==> src/assert_macros.svh <==
// assertion macros shared by the top level and the transfer core
`ifndef ASSERT_MACROS_SVH
`define ASSERT_MACROS_SVH
`ifndef ASSERT_OFF
`define ASSERT_PROP(lbl, prop) lbl: assert property (@(posedge clk_i) disable iff (!rst_ni) \
  prop) else $error("assertion failed");
`define ASSERT_NEVER(lbl, cond) `ASSERT_PROP(lbl, !(cond))
`else
`define ASSERT_PROP(lbl, prop)
`define ASSERT_NEVER(lbl, cond)
`endif
`endif

==> src/spim_pkg.sv <==
// shared types and constants of the spi master
`default_nettype none
package spim_pkg;

  localparam int SelectLines = 32;
  localparam int DividerBits = 16;
  localparam int PaddrWidth  = 4;
  localparam logic [DividerBits-1:0] DivisorReset = DividerBits'(124);

  typedef enum logic [1:0] {
    REG_DIVISOR  = 2'd0,
    REG_POLARITY = 2'd1,
    REG_PHASE    = 2'd2,
    REG_UNUSED   = 2'd3
  } reg_idx_e;

  typedef enum logic [1:0] {
    CMD_TICK   = 2'd0,
    CMD_SELECT = 2'd1,
    CMD_START  = 2'd2,
    CMD_MODE   = 2'd3
  } cmd_e;

  typedef enum logic [1:0] {
    PH_IDLE   = 2'd0,
    PH_DELAY  = 2'd1,
    PH_FIRST  = 2'd2,
    PH_SECOND = 2'd3
  } phase_e;

  typedef struct packed {
    cmd_e        cmd;
    logic [7:0]  tx_byte;
    logic [31:0] select_word;
    logic [4:0]  mode_bits;
    logic        miso;
  } in_t;

  typedef struct packed {
    logic        sclk;
    logic        mosi;
    logic [31:0] select_n;
    logic [7:0]  rx_byte;
    logic        ready_res;
    logic [4:0]  mode_out;
  } out_t;

  typedef struct packed {
    logic [DividerBits-1:0] divisor;
    logic                   cpol;
    logic                   cpha;
  } cfg_t;

endpackage
`default_nettype wire

==> src/spi_master_with_select_register_unit.sv <==
// top level of the spi master with select and display-control registers
//
// each input item is one tick of the spi master: a command (tick only,
// write select lines, start a transfer, write mode bits), the byte to send,
// the select word, the mode bits and the miso level. every item gives
// exactly one result item: sclk, mosi, select lines, last received byte,
// ready and mode bits, as they stand after that tick.
// the input item is registered, the tick is evaluated by the transfer
// state machine and the result is registered, so a result is offered
// from the result register once its item has passed the input register.
// one item is taken every cycle while the input channel does not stall.
// when the receiver stalls, the result register holds its item and the
// input register fills; the input channel stalls only while both are full.
// clock divisor, polarity and phase are written over the apb port; the user
// must see them changed only while no item is in flight (block: not enforced).
// reset empties both registers, puts the machine in idle, clears the
// shifters and mode bits, sets all select lines high (inactive) and
// loads a divisor of 124 with mode 0.
`default_nettype none
`include "assert_macros.svh"
module spi_master_with_select_register_unit (
  input  logic                            clk_i,
  input  logic                            rst_ni,
  input  logic                            in_valid_i,
  output logic                            in_stall_o,
  input  spim_pkg::in_t                   in_item_i,
  output logic                            out_valid_o,
  input  logic                            out_stall_i,
  output spim_pkg::out_t                  out_item_o,
  input  logic                            psel,
  input  logic                            penable,
  input  logic                            pwrite,
  input  logic [spim_pkg::PaddrWidth-1:0] paddr,
  input  logic [31:0]                     pwdata,
  output logic [31:0]                     prdata,
  output logic                            pready
);

  spim_pkg::cfg_t cfg;
  spim_pkg::in_t  in_item_q;
  spim_pkg::out_t out_item_q, result;
  logic           in_valid_q;
  logic           out_valid_q;
  logic           out_busy;
  logic           advance;
  logic           accept;

  spim_regs u_regs (
    .clk_i  (clk_i),
    .rst_ni (rst_ni),
    .psel   (psel),
    .penable(penable),
    .pwrite (pwrite),
    .paddr  (paddr),
    .pwdata (pwdata),
    .prdata (prdata),
    .pready (pready),
    .cfg_o  (cfg)
  );

  spim_core u_core (
    .clk_i   (clk_i),
    .rst_ni  (rst_ni),
    .en_i    (advance),
    .item_i  (in_item_q),
    .cfg_i   (cfg),
    .result_o(result)
  );

  assign out_busy    = out_valid_q & out_stall_i;
  assign advance     = in_valid_q & ~out_busy;
  assign in_stall_o  = in_valid_q & out_busy;
  assign accept      = in_valid_i & ~in_stall_o;
  assign out_valid_o = out_valid_q;
  assign out_item_o  = out_item_q;

  always_ff @(posedge clk_i or negedge rst_ni) begin
    if (!rst_ni) begin
      in_valid_q  <= 1'b0;
      out_valid_q <= 1'b0;
    end else begin
      if (accept) begin
        in_valid_q <= 1'b1;
      end else if (advance) begin
        in_valid_q <= 1'b0;
      end
      if (advance) begin
        out_valid_q <= 1'b1;
      end else if (!out_stall_i) begin
        out_valid_q <= 1'b0;
      end
    end
  end

  always_ff @(posedge clk_i) begin
    if (accept) begin
      in_item_q <= in_item_i;
    end
    if (advance) begin
      out_item_q <= result;
    end
  end

  `ASSERT_NEVER(a_stall_needs_full, in_stall_o && !(in_valid_q && out_valid_q))
  `ASSERT_PROP(a_advance_fills_out, advance |=> out_valid_q)
  `ASSERT_PROP(a_drain_empties, out_valid_q && !out_stall_i && !in_valid_q |=> !out_valid_q)

endmodule
`default_nettype wire

==> src/spim_regs.sv <==
// apb configuration registers: divisor, polarity, phase
`default_nettype none
module spim_regs (
  input  logic                            clk_i,
  input  logic                            rst_ni,
  input  logic                            psel,
  input  logic                            penable,
  input  logic                            pwrite,
  input  logic [spim_pkg::PaddrWidth-1:0] paddr,
  input  logic [31:0]                     pwdata,
  output logic [31:0]                     prdata,
  output logic                            pready,
  output spim_pkg::cfg_t                  cfg_o
);

  spim_pkg::cfg_t     cfg_q, cfg_d;
  spim_pkg::reg_idx_e idx;
  logic               wr_en;

  assign pready = 1'b1;
  assign idx    = spim_pkg::reg_idx_e'(paddr[spim_pkg::PaddrWidth-1:2]);
  assign wr_en  = psel & penable & pwrite & pready;
  assign cfg_o  = cfg_q;

  always_comb begin
    cfg_d = cfg_q;
    if (wr_en) begin
      case (idx)
        spim_pkg::REG_DIVISOR:  cfg_d.divisor = spim_pkg::DividerBits'(pwdata[15:0]);
        spim_pkg::REG_POLARITY: cfg_d.cpol = pwdata[0];
        spim_pkg::REG_PHASE:    cfg_d.cpha = pwdata[0];
        default:                cfg_d = cfg_q;
      endcase
    end
  end

  always_comb begin
    case (idx)
      spim_pkg::REG_DIVISOR:  prdata = 32'(cfg_q.divisor);
      spim_pkg::REG_POLARITY: prdata = {31'd0, cfg_q.cpol};
      spim_pkg::REG_PHASE:    prdata = {31'd0, cfg_q.cpha};
      default:                prdata = 32'd0;
    endcase
  end

  always_ff @(posedge clk_i or negedge rst_ni) begin
    if (!rst_ni) begin
      cfg_q.divisor <= spim_pkg::DivisorReset;
      cfg_q.cpol    <= 1'b0;
      cfg_q.cpha    <= 1'b0;
    end else begin
      cfg_q <= cfg_d;
    end
  end

endmodule
`default_nettype wire

==> src/spim_core.sv <==
// transfer state machine, shifters and select/mode registers
`default_nettype none
`include "assert_macros.svh"
module spim_core (
  input  logic           clk_i,
  input  logic           rst_ni,
  input  logic           en_i,
  input  spim_pkg::in_t  item_i,
  input  spim_pkg::cfg_t cfg_i,
  output spim_pkg::out_t result_o
);

  spim_pkg::phase_e                   phase_q, phase_d;
  logic [spim_pkg::DividerBits-1:0]   tick_q, tick_d, tick_step;
  logic [2:0]                         bit_q, bit_d;
  logic [7:0]                         tx_q, tx_d;
  logic [7:0]                         rx_q, rx_d;
  logic [7:0]                         hold_q, hold_d;
  logic [spim_pkg::SelectLines-1:0]   sel_q, sel_d;
  logic [4:0]                         mode_q, mode_d;
  logic                               sclk_q, sclk_d;
  logic                               half_done;
  logic                               pclk;

  always_comb begin
    phase_d   = phase_q;
    tick_d    = tick_q;
    bit_d     = bit_q;
    tx_d      = tx_q;
    rx_d      = rx_q;
    hold_d    = hold_q;
    sel_d     = sel_q;
    mode_d    = mode_q;
    half_done = (tick_q == cfg_i.divisor);
    tick_step = half_done ? '0 : tick_q + 1'b1;
    pclk      = (phase_q == spim_pkg::PH_SECOND && !cfg_i.cpha) ||
                (phase_q == spim_pkg::PH_FIRST && cfg_i.cpha);
    sclk_d    = pclk ^ cfg_i.cpol;

    case (phase_q)
      spim_pkg::PH_IDLE: begin
        if (item_i.cmd == spim_pkg::CMD_START) begin
          tx_d    = item_i.tx_byte;
          tick_d  = '0;
          bit_d   = 3'd0;
          phase_d = cfg_i.cpha ? spim_pkg::PH_DELAY : spim_pkg::PH_FIRST;
        end
      end
      spim_pkg::PH_DELAY: begin
        tick_d = tick_step;
        if (half_done) phase_d = spim_pkg::PH_FIRST;
      end
      spim_pkg::PH_FIRST: begin
        tick_d = tick_step;
        if (half_done) begin
          rx_d    = {rx_q[6:0], item_i.miso};
          phase_d = spim_pkg::PH_SECOND;
        end
      end
      spim_pkg::PH_SECOND: begin
        tick_d = tick_step;
        if (half_done) begin
          if (bit_q == 3'd7) begin
            hold_d  = rx_q;
            phase_d = spim_pkg::PH_IDLE;
          end else begin
            tx_d    = {tx_q[6:0], 1'b0};
            bit_d   = bit_q + 3'd1;
            phase_d = spim_pkg::PH_FIRST;
          end
        end
      end
      default: phase_d = spim_pkg::PH_IDLE;
    endcase

    if (item_i.cmd == spim_pkg::CMD_SELECT) begin
      sel_d = item_i.select_word[spim_pkg::SelectLines-1:0];
    end else if (item_i.cmd == spim_pkg::CMD_MODE) begin
      mode_d = item_i.mode_bits;
    end

    result_o.sclk      = sclk_d;
    result_o.mosi      = tx_d[7];
    result_o.select_n  = 32'(sel_d);
    result_o.rx_byte   = hold_d;
    result_o.ready_res = (phase_d == spim_pkg::PH_IDLE);
    result_o.mode_out  = mode_d;
  end

  always_ff @(posedge clk_i or negedge rst_ni) begin
    if (!rst_ni) begin
      phase_q <= spim_pkg::PH_IDLE;
      tick_q  <= '0;
      bit_q   <= 3'd0;
      tx_q    <= 8'd0;
      rx_q    <= 8'd0;
      hold_q  <= 8'd0;
      sel_q   <= '1;
      mode_q  <= 5'd0;
      sclk_q  <= 1'b0;
    end else if (en_i) begin
      phase_q <= phase_d;
      tick_q  <= tick_d;
      bit_q   <= bit_d;
      tx_q    <= tx_d;
      rx_q    <= rx_d;
      hold_q  <= hold_d;
      sel_q   <= sel_d;
      mode_q  <= mode_d;
      sclk_q  <= sclk_d;
    end
  end

  `ASSERT_NEVER(a_bits_only_busy, phase_q == spim_pkg::PH_IDLE && en_i &&
    item_i.cmd != spim_pkg::CMD_START && phase_d != spim_pkg::PH_IDLE)
  `ASSERT_PROP(a_start_clears_tick, en_i && phase_q == spim_pkg::PH_IDLE &&
    item_i.cmd == spim_pkg::CMD_START |=> tick_q == '0 && bit_q == 3'd0)
  `ASSERT_PROP(a_sclk_tracks, $past(en_i) |-> sclk_q == $past(sclk_d))

endmodule
`default_nettype wire
==> config.mk <==
export PLATFORM = sky130hd
export DESIGN_NAME = spi_master_with_select_register_unit
export DESIGN_NICKNAME = d
export VERILOG_FILES = /design/src/spim_pkg.sv /design/src/spi_master_with_select_register_unit.sv /design/src/spim_regs.sv /design/src/spim_core.sv
export VERILOG_INCLUDE_DIRS = /design/src /design/src/src
export SDC_FILE = /design/constraint.sdc
export NUM_CORES = 1
export LEC_CHECK = 0
export ABC_AREA = 1
export BUFFER_PORTS_ARGS = -buffer_cell sky130_fd_sc_hd__buf_2
export CORE_MARGIN = 4
export CORE_UTILIZATION = 59
export DETAILED_ROUTE_END_ITERATION = 6
export GPL_ROUTABILITY_DRIVEN = 0
export PLACE_DENSITY = 0.85
export SYNTH_ARGS = -nofsm -noshare
export SYNTH_HDL_FRONTEND = slang
export SYNTH_SLANG_ARGS = --single-unit
==> constraint.sdc <==
create_clock -name clk_i -period 4.3 [get_ports clk_i]
set_input_delay 0.215 -clock clk_i [delete_from_list [all_inputs] [get_ports clk_i]]
set_output_delay 0.215 -clock clk_i [all_outputs]
set_load 0.02 [all_outputs]
-- After elaboration in Yosys (flattened, before gate mapping)
Cells that the tools add are included.
Widths: inputs -> output; s select.
- div/mod/pow operators: 0
- shifts and indexed selects: 0
- reduce and logical (&&, ||, !) cells: 16
- multiply operators: 0
- multiplexer cells: 29
- bitwise operators: 9
- equality and inequality tests: 14
- order comparisons: 0
- add/sub/neg operators: 2
- operators with widths (cell ; number):
    $mux 8 ; 6
    $pmux 16 s3 ; 1
    $mux 16 ; 2
    $mux 32 ; 1
    $pmux 16 s2 ; 1
    $add 16x1->16 const B ; 1
    $eq 16x16->1 ; 1
    $pmux 8 s2 ; 1
    $mux 2 ; 6
    $eq 2x2->1 const B ; 5
    $mux 5 ; 2
    $mux 3 ; 3
    $pmux 2 s4 ; 1
    $reduce_and 2->1 ; 4
    $and 1x1->1 ; 6
    $eq 2x1->1 const B ; 3
    $logic_not 2->1 ; 3
    $ne 2x1->1 const B ; 3
    $pmux 3 s2 ; 1
    $reduce_and 5->1 ; 1
    $mux 1 ; 4
    $reduce_bool 2->1 ; 2
    $add 3x1->3 const B ; 1
    $eq 3x3->1 const B ; 1
    8 further kinds ; 10
- memory bits (writable): 0
- bits in read-only memories: 0
- memories kept: 0
- output and inout port bits: 83
- register bits after elaboration: 198
- word-level logic and storage cells: 95
- input bits: 91
- latch bits: 0

-- Longest topological paths before layout
Gate-level depths: netlist of the first run.
- depth after elaboration: 5
- depth in mapped cells: 14
- depth with buffers taken out: 14

-- Cells and area by module
A second synthesis of the first run with hierarchy kept.
- cell total of the unflattened synthesis: 865
- area, all modules: 8570.7 sq um
- modules (own cells, without submodules) (module ; instances ; seq. area each (sq um) ; area each (sq um) ; cells an instance):
    spim_core ; 1 ; 2092.0 ; 4560.6 ; 615
    spi_master_with_select_register_unit ; 1 ; 2932.8 ; 2977.9 ; 108
    spim_regs ; 1 ; 456.7 ; 1032.2 ; 142

-- Worst setup path before layout of the first run
OpenSTA, ideal clock, no wires.
- path type: reg2reg
- from: register out_valid_q (netlist: out_valid_o)
- to: register out_item_q, in the netlist out_item_o[0], enable pin
- arrival time: 2594 ps
- period minus slack after synthesis: 3025 ps
- library setup time: 431 ps
- data required time: 3869 ps
- path buffers: 2
- setup slack: 1275 ps
- cell stages (with the launch flop): 6
- cells stage by stage: dfrtp_1 -> nand2_1 -> inv_1 -> nor2_2 -> clkbuf_1 -> clkbuf_1
- longest elaborated chain between the ends: 3
- ends and longest elaborated chain (item ; line ; RTL):
    from (decl) ; spi_master_with_select_register_unit.sv:43 ; logic out_valid_q;
    from (signal assigned) ; spi_master_with_select_register_unit.sv:80 ; out_valid_q <= 1'b0;
    from (signal assigned) ; spi_master_with_select_register_unit.sv:88 ; out_valid_q <= 1'b1;
    from (signal assigned) ; spi_master_with_select_register_unit.sv:90 ; out_valid_q <= 1'b0;
    $and 1x1->1 ; spi_master_with_select_register_unit.sv:70 ; assign out_busy = out_valid_q & out_stall_i;
    $not 1->1 ; spi_master_with_select_register_unit.sv:71 ; assign advance = in_valid_q & ~out_busy;
    $and 1x1->1 ; spi_master_with_select_register_unit.sv:71 ;
    named net advance ; spi_master_with_select_register_unit.sv:45 ; logic advance;
    to (signal assigned) ; spi_master_with_select_register_unit.sv:100 ; out_item_q <= result;
    to (decl) ; spi_master_with_select_register_unit.sv:41 ; spim_pkg::out_t out_item_q, result;
The timed path passes the listed nets, and every way through them passes these cells.
A chain may end at the register's enable or synchronous reset.

-- Worst setup path in the final report of the first run
- from: register out_valid_q (netlist: out_valid_o)
- to: register u_core.tick_q[15] (netlist name)
- longest elaborated chain between the ends: 4
- ends and longest elaborated chain (item ; line ; RTL):
    $and 1x1->1 ; spi_master_with_select_register_unit.sv:70 ;
    $not 1->1 ; spi_master_with_select_register_unit.sv:71 ;
    $and 1x1->1 ; spi_master_with_select_register_unit.sv:71 ;
    $reduce_and 2->1 (no line) ; - ;
    to (signal assigned) ; spim_core.sv:103 ; tick_q <= tick_d;
    to (decl) ; spim_core.sv:14 ; logic [spim_pkg::DividerBits-1:0] tick_q, tick_d, tick_step;
Every way passes these cells.

==> out/results.md, run 1 <==
| Step | Metric | This run |
|---|---|---|
| worst setup path | Cell count of the worst reg-to-reg path | 10 |
| route | DR WL/cell | 15.11 µm |
| finish | Total non-filler cell area in the finished layout | 0.01024 mm² |
| timing | Worst clock skew on the final layout | 8.787 ps |
| timing | Number of hold-slack violations in the final timing report | 0 |
| synthesis | Top cells by instance count after synthesis | 182 x sky130_fd_sc_hd__nand2_1, 100 x sky130_fd_sc_hd__nor2_1, 96 x sky130_fd_sc_hd__edfxtp_1 |
| worst setup path | Master of the slowest instance on the critical path | sky130_fd_sc_hd__a21oi_1 |
| power | Power density of the placed cells | 520.1 mW/mm² |
| synthesis | Compound-cell area share of the yosys netlist | 9.284% |
| global routing | Vias in the first global route | 6,221 |
| run | Number of maximum-capacitance constraint violations | 0 |
| timing | Aggregate negative setup slack | 0 ps |
| synthesis | Number of different library cells in the post-synthesis netlist | 38 |
| worst setup path | CP most frequent cell | sky130_fd_sc_hd__inv_1 |
| synthesis | Fraction of synthesized cell area in xor and xnor cells | 0.6269% |
| synthesis | Ranking of synthesized cells by area | sky130_fd_sc_hd__edfxtp_1 34%, sky130_fd_sc_hd__dfrtp_1 19%, sky130_fd_sc_hd__dfstp_2 12%, sky130_fd_sc_hd__nand2_1 8.1%, sky130_fd_sc_hd__nor2_1 4.5% |
| synthesis | Share of Yosys cell area claimed by the top area cell type | 34.39% |
| worst setup path | Logic depth of the worst path, buffers included | 10 |
| worst setup path | Data arrival time at the worst-slack endpoint | 3100 ps |
| synthesis | Cell type contributing the most total cell area after synthesis | sky130_fd_sc_hd__edfxtp_1 |
| place | Number of cells after detailed placement | 1,127 |
| global routing | Aggregate global-route resource usage | 23.44% |
| timing | Minimum period implied by the final worst setup slack | 2833 ps |
| finish | Non-filler cells in the finished layout | 1,209 |
| timing | Final period util | 65.88% |
| synthesis | Number of standard cells after synthesis | 832 |
| power | Leakage dissipation | 4.625 nW |
| clock network | Sink Count | 198 |
| floorplan | Number of placement rows | 43 |
| clock network | Worst skew pair latency | 430 ps |
| floorplan | Width of the die | 127.2 µm |
| power | Total design power | 5.328 mW |
| timing | Pin slew with the least headroom to its limit | 1053 ps |
| finish | Area growth, synth to finish | 22.21% |
| worst hold path | Startpoint of the worst hold path | pwdata[5] |
| worst setup path | Cells along the critical path | nand2_1 > inv_1 > nor2_4 > buf_4 > inv_1 > nor2_1 > buf_4 > inv_1 > a21oi_1 > nor3b_1 |
| synthesis | Number of enable-type register cells in the synthesized netlist | 96 |
| synthesis | Simple-gate share of the synthesized area | 15.84% |
| clock network | H-Tree Level Count | 4 |
| clock network | Number of setup buffers added after CTS | 0 |
| synthesis | Number of synthesized register bits | 198 |
| synthesis | Sequential-to-total area share from yosys stat | 65.39% |
| synthesis | Synthesized area | 0.008383 mm² |
| floorplan | Initial cell density of the core | 60.39% |
| worst setup path | Cell family contributing the most delay on the critical path | buffers and inverters |
| synthesis | Top flip-flop cell by instance count after synthesis | sky130_fd_sc_hd__edfxtp_1 |
| worst setup path | CP bufs+invs | 5 |
| synthesis | FFs w/ async S/R, synth | 51.52% |
| worst hold path | Worst Hold Path EP | u_regs.cfg_o[7] |
| clock network | Total CTS buffers | 17 |
| route | Post-route antenna net violation count | 0 |
| timing | Final critical-path setup slack | 1467 ps |
| synthesis | Mapped Avg Cell Area | 10.08 µm² |
| worst hold path | Hold Crit Class | in -> reg |
| place | Total half-perimeter wirelength after legalization and detailed placement | 11.14 mm |
| route | Pre-antenna DRT Iters | 5 |
| floorplan | Area inside the core boundary | 0.01388 mm² |
| place | Count of buffers from port buffering | 138 |
| global routing | Antenna violations before repair | 1 |
| power | Maximum ir drop on the vdd rail | 367.4 µV |
| global routing | Global-route wire length before repair | 30.01 mm |
| route | DRC violation total after the first TritonRoute iteration | 688 |
| place | Setup slack at placement | 1533 ps |
| route | Post-route DRC violation count | 0 |
| worst setup path | Worst path required time | 4570 ps |
| place | Cell area after placement | 0.009159 mm² |
| synthesis | Fraction of the mapped netlist area in adder cells | 1.194% |
| synthesis | Dominant combinational cell family by area after synthesis | simple AND/OR/NAND/NOR gates |
| timing | Setup repair after global routing missed its margin | false |
| worst setup path | Biggest cell delay along the critical path | 740 ps |
| clock network | Deepest clock path buffer count | 2 |
| timing | Rel. slew slack | 29.72% |
| worst setup path | Worst R2R End | u_core.tick_q[15] |
| finish | Fraction of layout cells with a size suffix above 1 | 22.28% |
| outcome | Outcome | complete, no violations |
| clock network | Worst-path clk slew | 70 ps |
| route | Number of vias after detailed routing | 6,223 |
| worst setup path | Minimum setup slack among reg-to-reg paths | 1470 ps |
| worst setup path | Critical path endpoint category | flip-flop |
| synthesis | Most frequent cell after synthesis | sky130_fd_sc_hd__nand2_1 |
| worst setup path | Max Fanout on Critical Path | 32 |
| global routing | Largest net degree at the start of global routing | 105 |
| route | Vias/cell | 5.147 |
| global routing | Sum of overflow across all layers after global routing | 0 |
| worst setup path | Reg-to-Reg Start | out_valid_o |
| synthesis | Share of cell area taken by muxes after synthesis | 0.1343% |
| clock network | Cell at the root of the clock tree | sky130_fd_sc_hd__clkbuf_16 |
| floorplan | Top-level I/O count | 174 |
| route | Total wire length after detailed routing | 18.27 mm |
| timing | Highest achievable clock rate | 353.0 MHz |
| floorplan | Vertical die dimension | 127.2 µm |
| worst setup path | Setup crit start kind | flip-flop |
| worst hold path | Number of cells traversed by the worst hold path | 3 |
| finish | Number of nets in the layout | 1,114 |
| synthesis | Synth warn | 0 |
| clock network | TritonCTS clock tree | built |
| floorplan | Total die area | 0.01618 mm² |
| finish | Filler cell count | 930 |
| timing | Number of slew-limit violations in the final report | 0 |
| worst setup path | Critical path class | reg -> reg |
| timing | Number of endpoints failing setup at the final stage | 0 |
## flip-flops by register name, indices dropped and copies added, names as in the netlist
name / flops
out_item_o: 48
in_valid_q: 1
out_valid_o: 1
u_core.sel_q: 32
in_item_q: 48
u_core.bit_q: 3
u_core.rx_q: 8
u_core.phase_q: 2
u_core.tx_q: 8
u_core.hold_q: 8
u_regs.cfg_o: 18
u_core.mode_q: 5
u_core.tick_q: 16
## kinds of logic (layout without fill, tap and decap cells)
logic type,Yosys count,after routing
adder cells (fa/ha/maj),8,8
AO/OA/AOI/OAI,145,145
XOR/XNOR,6,6
other,2,18
AND/OR/NAND/NOR,328,328
buffers and inverters,144,325
multiplexers,1,1
flip-flops,198,198
## metal layers
| metal | global-route usage [%] | routed length, µm |
|---|---|---|
| met5 | 0 | 0 |
| met3 | 5.644 | 1226 |
| met2 | 38.48 | 8944 |
| met4 | 7.886 | 397 |
| met1 | 31.03 | 7698 |
## worst max-delay path by stage
stage	slack (ps)	endpoint	start
6_report	1470	u_core.tick_q[15]	out_valid_o
5_1_grt	1090	u_core.tick_q[15]	out_valid_o
2_1_floorplan	1270	out_item_o[0]	out_valid_o
3_3_place_gp	1560	u_core.tick_q[15]	out_valid_o
3_5_place_dp	1530	u_core.tick_q[15]	out_valid_o
4_1_cts	1510	u_core.tick_q[15]	out_valid_o
## where the power goes
| part | internal (mW) | switching, mW | leakage, nW |
|---|---|---|---|
| combinational | 0.366 | 0.735 | 2.18 |
| clock | 0.878 | 0.717 | 0.292 |
| sequential | 2.48 | 0.156 | 2.15 |
## worst register-to-register path, cell delays in order (launching register included)
cell                      delay (ps)
sky130_fd_sc_hd__dfrtp_1         390
sky130_fd_sc_hd__nand2_1         100
sky130_fd_sc_hd__inv_1            80
sky130_fd_sc_hd__nor2_4           70
sky130_fd_sc_hd__buf_4           330
sky130_fd_sc_hd__inv_1           330
sky130_fd_sc_hd__nor2_1          160
sky130_fd_sc_hd__buf_4           190
sky130_fd_sc_hd__inv_1           170
sky130_fd_sc_hd__a21oi_1         740
sky130_fd_sc_hd__nor3b_1         120
## what timing repair did
item / in CTS / in global routing
endpoints found under the hold margin: 106 / 0
gates resized for setup: 0 / 0
hold buffers: 49 / 0
setup endpoints to repair: 0 / 0
## cell usage in the layout, fill, tap and decap left out, types with 2 or more instances in the layout
cell and count:
sky130_fd_sc_hd__o21ai_0 65, sky130_fd_sc_hd__buf_4 6, sky130_fd_sc_hd__nor3_1 5, sky130_fd_sc_hd__clkbuf_16 17
sky130_fd_sc_hd__nor3b_1 2, sky130_fd_sc_hd__dfrtp_1 65, sky130_fd_sc_hd__inv_2 6, sky130_fd_sc_hd__nand4_1 3
sky130_fd_sc_hd__inv_1 94, sky130_fd_sc_hd__edfxtp_1 96, sky130_fd_sc_hd__nand2_1 181, sky130_fd_sc_hd__a31oi_1 2
sky130_fd_sc_hd__ha_1 8, sky130_fd_sc_hd__o21ai_1 6, sky130_fd_sc_hd__nand3_1 29, sky130_fd_sc_hd__a211oi_1 2
sky130_fd_sc_hd__nor2_2 2, sky130_fd_sc_hd__inv_6 5, sky130_fd_sc_hd__conb_1 17, sky130_fd_sc_hd__dfstp_2 37
sky130_fd_sc_hd__nor2_4 2, sky130_fd_sc_hd__dlygate4sd3_1 49, sky130_fd_sc_hd__o21ai_2 2, sky130_fd_sc_hd__bufinv_16 2
sky130_fd_sc_hd__buf_2 137, sky130_fd_sc_hd__inv_8 3, sky130_fd_sc_hd__xor2_1 6, sky130_fd_sc_hd__a21oi_1 57
sky130_fd_sc_hd__o21a_1 6, sky130_fd_sc_hd__clkinv_2 3, sky130_fd_sc_hd__nor2_1 100
## cell type report
| cell class | count | area [µm²] | share of cell area, % |
|---|---|---|---|
| Antenna cell | 1 | 2.502 | 0.02443 |
| Clock buffer | 18 | 429.2 | 4.189 |
| Clock inverter | 14 | 163.9 | 1.600 |
| Inverter | 101 | 380.4 | 3.713 |
| Multi-Input combinational cell | 505 | 2341 | 22.85 |
| Sequential cell | 198 | 5482 | 53.51 |
| Tap cell | 180 | 225.2 | 2.198 |
| Timing Repair Buffer | 192 | 1221 | 11.92 |
## metrics by stage
stage / utilization (%) / hold slack (ps)
after floorplan: - / -80.59
after detailed placement: 65.98 / 363.6
after global routing: 73.81 / 28.73
after CTS: 73.79 / 14.52
after global placement: 65.98 / 364.5
final: 73.81 / 28.55
Power figures use the tool's default switching activity.
==> inputs of run 2 (changes only) <==
- ABC_AREA: 1 -> 0
- CORE_UTILIZATION: 59 -> 55
- PLACE_DENSITY: 0.85 -> 0.8
- clock period: 4.3 -> 2.8 ns (I/O delays scaled with it)
==> run 2 against run 1 <==
  * Clock skew is 2.7 ps higher
  * Cell count fell by 14%
  * Hold slack better by 120 ps
  * Routed wire length decreased by 1.2%
  * Critical path type unchanged
==> out/results.md, run 2 <==
| Step | Metric | This run | Change |
|---|---|---|---|
| synthesis | Sequential-to-total area share from yosys stat | 65.87% | +0.48 points |
| synthesis | Synthesized area | 0.008322 mm² | -0.73% |
| worst setup path | Cell count of the worst reg-to-reg path | 9 | -1 |
| power | Fraction of power spent switching nets | 30.22% | +0.049 points |
| clock network | Worst-path clk slew | 80 ps | about the same |
| clock network | H-Tree Level Count | 4 | unchanged |
| timing | Minimum period implied by the final worst setup slack | 2481 ps | -352.1 ps |
| worst setup path | Worst R2R End | u_core.tick_q[9] |  |
| worst setup path | Master of the slowest instance on the critical path | sky130_fd_sc_hd__nor3_1 |  |
| worst setup path | Critical path class | reg -> reg |  |
| timing | Final period util | 88.60% | +23 points |
| global routing | Antenna violations before repair | 0 | -1 |
| synthesis | Number of different library cells in the post-synthesis netlist | 48 | +26% |
| synthesis | Top flip-flop cell by instance count after synthesis | sky130_fd_sc_hd__edfxtp_1 |  |
| worst setup path | Critical path endpoint category | flip-flop |  |
| worst hold path | Hold Crit Class | in -> reg |  |
| place | Total half-perimeter wirelength after legalization and detailed placement | 11.01 mm | -1.1% |
| synthesis | Most frequent cell after synthesis | sky130_fd_sc_hd__nand2_1 |  |
| worst setup path | Capturing instance or port of the critical path | u_core.tick_q[9] |  |
| worst setup path | Worst path required time | 3160 ps | -1410 ps |
| timing | Highest achievable clock rate | 403.1 MHz | +14% |
| worst setup path | Cell family contributing the most delay on the critical path | simple AND/OR/NAND/NOR gates |  |
| outcome | Outcome | complete, no violations |  |
| timing | Number of endpoints failing setup at the final stage | 0 | unchanged |
| clock network | Deepest clock path buffer count | 2 | unchanged |
| worst setup path | Minimum setup slack among reg-to-reg paths | 320 ps | -1150 ps |
| timing | Final critical-path setup slack | 319.3 ps | -1148 ps |
| synthesis | Number of enable-type register cells in the synthesized netlist | 96 | unchanged |
| route | Number of vias after detailed routing | 5,567 | -11% |
| synthesis | Share of Yosys cell area claimed by the top area cell type | 34.64% | +0.25 points |
| power | Maximum ir drop on the vdd rail | 713.3 µV | +94% |
| floorplan | Area inside the core boundary | 0.01470 mm² | +5.9% |
| finish | Fraction of layout cells with a size suffix above 1 | 36.41% | +14 points |
| power | Cell-internal power | 5.559 mW | +49% |
| synthesis | Number of synthesized register bits | 198 | unchanged |
| worst setup path | Biggest cell delay along the critical path | 580 ps | -160 ps |
| power | Proportion of power drawn by combinational gates | 19.4% | -1.3 points |
| worst setup path | Max Fanout on Critical Path | 8 | -75% |
| place | Count of buffers from port buffering | 138 | unchanged |
| floorplan | Total die area | 0.01716 mm² | +6.1% |
| global routing | Largest net degree at the start of global routing | 72 | -31% |
| synthesis | Mapped Avg Cell Area | 13.21 µm² | +31% |
| floorplan | Vertical die dimension | 131.0 µm | +3.0% |
| floorplan | Initial cell density of the core | 56.61% | -3.8 points |
| clock network | Total CTS buffers | 17 | unchanged |
| finish | Area growth, synth to finish | 26.19% |  |
| power | Power density of the placed cells | 758.7 mW/mm² | +46% |
| timing | Rel. slew slack | 45.37% | +16 points |
| clock network | TritonCTS clock tree | built |  |
| finish | Total non-filler cell area in the finished layout | 0.01050 mm² | +2.5% |
| synthesis | Cell type contributing the most total cell area after synthesis | sky130_fd_sc_hd__edfxtp_1 |  |
| clock network | Cell at the root of the clock tree | sky130_fd_sc_hd__clkbuf_16 |  |
| global routing | Global-route wire length before repair | 28.59 mm | -4.7% |
| global routing | Sum of overflow across all layers after global routing | 0 | unchanged |
| synthesis | Number of standard cells after synthesis | 630 | -24% |
| timing | Number of slew-limit violations in the final report | 0 | unchanged |
| route | Total wire length after detailed routing | 18.06 mm | -1.2% |
| power | Sw Pwr | 2.408 mW | +50% |
| worst setup path | Cells along the critical path | inv_1 > ha_1 > inv_1 > o21ai_1 > buf_4 > nor3_1 > nand3_1 > xor2_1 > nor2_1 |  |
| run | Number of maximum-capacitance constraint violations | 0 | unchanged |
| power | Leakage dissipation | 4.633 nW | +0.19% |
| timing | Pin slew with the least headroom to its limit | 819.5 ps | -233.2 ps |
| worst setup path | Data arrival time at the worst-slack endpoint | 2840 ps | -260 ps |
| worst setup path | Setup crit start kind | flip-flop |  |
| finish | Antenna Diode Count | 0 | -1 |
| route | Post-route antenna net violation count | 0 | unchanged |
| place | Setup slack at placement | 398.0 ps | -1135 ps |
| synthesis | Top cells by instance count after synthesis | 130 x sky130_fd_sc_hd__nand2_1, 96 x sky130_fd_sc_hd__edfxtp_1, 79 x sky130_fd_sc_hd__mux2_2 |  |
| floorplan | Top-level I/O count | 174 | unchanged |
| worst setup path | CP most frequent cell | sky130_fd_sc_hd__inv_1 |  |
| synthesis | Synth warn | 0 | unchanged |
| finish | Most frequent cells in the layout | 137 x sky130_fd_sc_hd__buf_2, 130 x sky130_fd_sc_hd__nand2_1, 96 x sky130_fd_sc_hd__edfxtp_1 |  |
| clock network | Worst skew pair latency | 440 ps | about the same |
| finish | Number of nets in the layout | 943 | -15% |
| route | Post-route DRC violation count | 0 | unchanged |
| synthesis | Ranking of synthesized cells by area | sky130_fd_sc_hd__edfxtp_1 35%, sky130_fd_sc_hd__dfrtp_1 20%, sky130_fd_sc_hd__dfstp_2 12%, sky130_fd_sc_hd__mux2_2 11%, sky130_fd_sc_hd__nand2_1 5.9% |  |
| clock network | Sink Count | 198 | unchanged |
| timing | Worst clock skew on the final layout | 11.52 ps | +2.736 ps |
| route | DRC violation total after the first TritonRoute iteration | 367 | -47% |
| timing | Setup repair after global routing missed its margin | false |  |
| floorplan | Number of placement rows | 44 | +2.3% |
| global routing | Aggregate global-route resource usage | 21.69% | -1.7 points |
| worst setup path | Logic depth of the worst path, buffers included | 9 | -1 |
| route | Vias/cell | 5.348 | +3.9% |
| floorplan | Width of the die | 131.0 µm | +3.0% |
| worst setup path | First element of the critical path | u_core.phase_q[0] |  |
| power | Clock share of power | 31.2% | +1.3 points |
| timing | Aggregate negative setup slack | 0 ps | unchanged |
| worst setup path | Reg-to-Reg Start | u_core.phase_q[0] |  |
| place | Cell area after placement | 0.009194 mm² | +0.38% |
| power | Flop pwr share | 49.4% | about the same |
| synthesis | FFs w/ async S/R, synth | 51.52% | unchanged |
| finish | Commonest non-fill, non-tap cell in the layout | sky130_fd_sc_hd__buf_2 |  |
| route | DR WL/cell | 17.34 µm | +15% |
| global routing | Vias in the first global route | 5,907 | -5.0% |
| timing | Number of hold-slack violations in the final timing report | 0 | unchanged |
| route | Pre-antenna DRT Iters | 5 | unchanged |
| worst setup path | CP bufs+invs | 3 | -2 |
-- run 2: cell count changes after synthesis, moves of 44 or more --
cell                      change
sky130_fd_sc_hd__a21oi_1     -44
sky130_fd_sc_hd__o21ai_0     -50
sky130_fd_sc_hd__nand2_1     -52
sky130_fd_sc_hd__inv_1       -87
sky130_fd_sc_hd__nor2_1      -75
sky130_fd_sc_hd__mux2_2      +78
-- run 2: worst register-to-register path, stage by stage (launching register included) --
cell and delay (ps):
sky130_fd_sc_hd__dfrtp_1 420, sky130_fd_sc_hd__inv_1 130, sky130_fd_sc_hd__ha_1 300, sky130_fd_sc_hd__inv_1 200, sky130_fd_sc_hd__o21ai_1 150, sky130_fd_sc_hd__buf_4 190, sky130_fd_sc_hd__nor3_1 580, sky130_fd_sc_hd__nand3_1 180
sky130_fd_sc_hd__xor2_1 170, sky130_fd_sc_hd__nor2_1 100
-- run 2: how the worst min path moves through the flow --
stage	startpoint	to	slack, ps	depth (start not counted)
after floorplan	rst_ni	in_valid_q	-160	0
after global placement	rst_ni	u_core.tx_q[0]	280	1
after detailed placement	rst_ni	u_core.tx_q[0]	290	1
after CTS	paddr[3]	u_regs.cfg_o[1]	140	3
after global routing	paddr[3]	u_regs.cfg_o[1]	140	3
final	paddr[3]	u_regs.cfg_o[1]	150	3
-- run 2: cell type report --
cell class | count | area [µm²]
sequential | 198 | 5482
clock buffer | 17 | 425.4
clock inverter | 15 | 201.4
inverter | 9 | 35.03
multi-input combinational | 399 | 2644
tap | 184 | 230.2
timing repair buffer | 219 | 1484
fill | 941 | 4198
-- run 2: power by group through the flow --
stage	sequential [mW]	combinational (mW)	clock (mW)
after floorplan	4.04	0.912	0
after global placement	3.95	1.37	0
after detailed placement	3.98	1.46	0
after CTS	3.93	1.54	2.51
after global routing	3.98	1.70	2.64
final	3.94	1.55	2.48
-- run 2: cells by family after synthesis --
group | synth area share (%)
and+or+nand+nor | 11.47
DFF | 65.87
muxes | 11.41
AOI/OAI and AO/OA | 3.699
buffers and inverters | 3.202
xor gates and xnor gates | 3.052
adders and majority gates | 1.203
other | 0.09025
-- run 2: metal layers --
layer | vias up | track usage (%) | share of wire [%] | routed length, µm
met3 | 41 | 4.715 | 4.9 | 884
met4 | 0 | 8.590 | 2.6 | 465
met2 | 178 | 37.22 | 52 | 9380
met1 | 2760 | 26.84 | 41 | 7324
li1 | 2588 | - | - | -
met5 | - | 0 | 0 | 0
-- run 2: stage by stage --
| stage | hold slack (ps) | power [mW] | instances | util (%) |
|---|---|---|---|---|
| final | 152.3 | 7.967 | 1041 | 71.44 |
| after global routing | 135.8 | 8.327 | 1041 | 71.44 |
| after CTS | 139.5 | 7.980 | 1041 | 71.44 |
| after detailed placement | 293.2 | 5.436 | 941 | 62.55 |
| after global placement | 281.2 | 5.319 | 941 | 62.55 |
| after floorplan | -155.6 | 4.953 | 645 | - |
-- run 2: what timing repair did --
item                      4_1_cts  5_1_grt
resized for setup               0        0
hold buffers                   68        0
hold endpoints to repair       97        0
buffers inserted                0        0
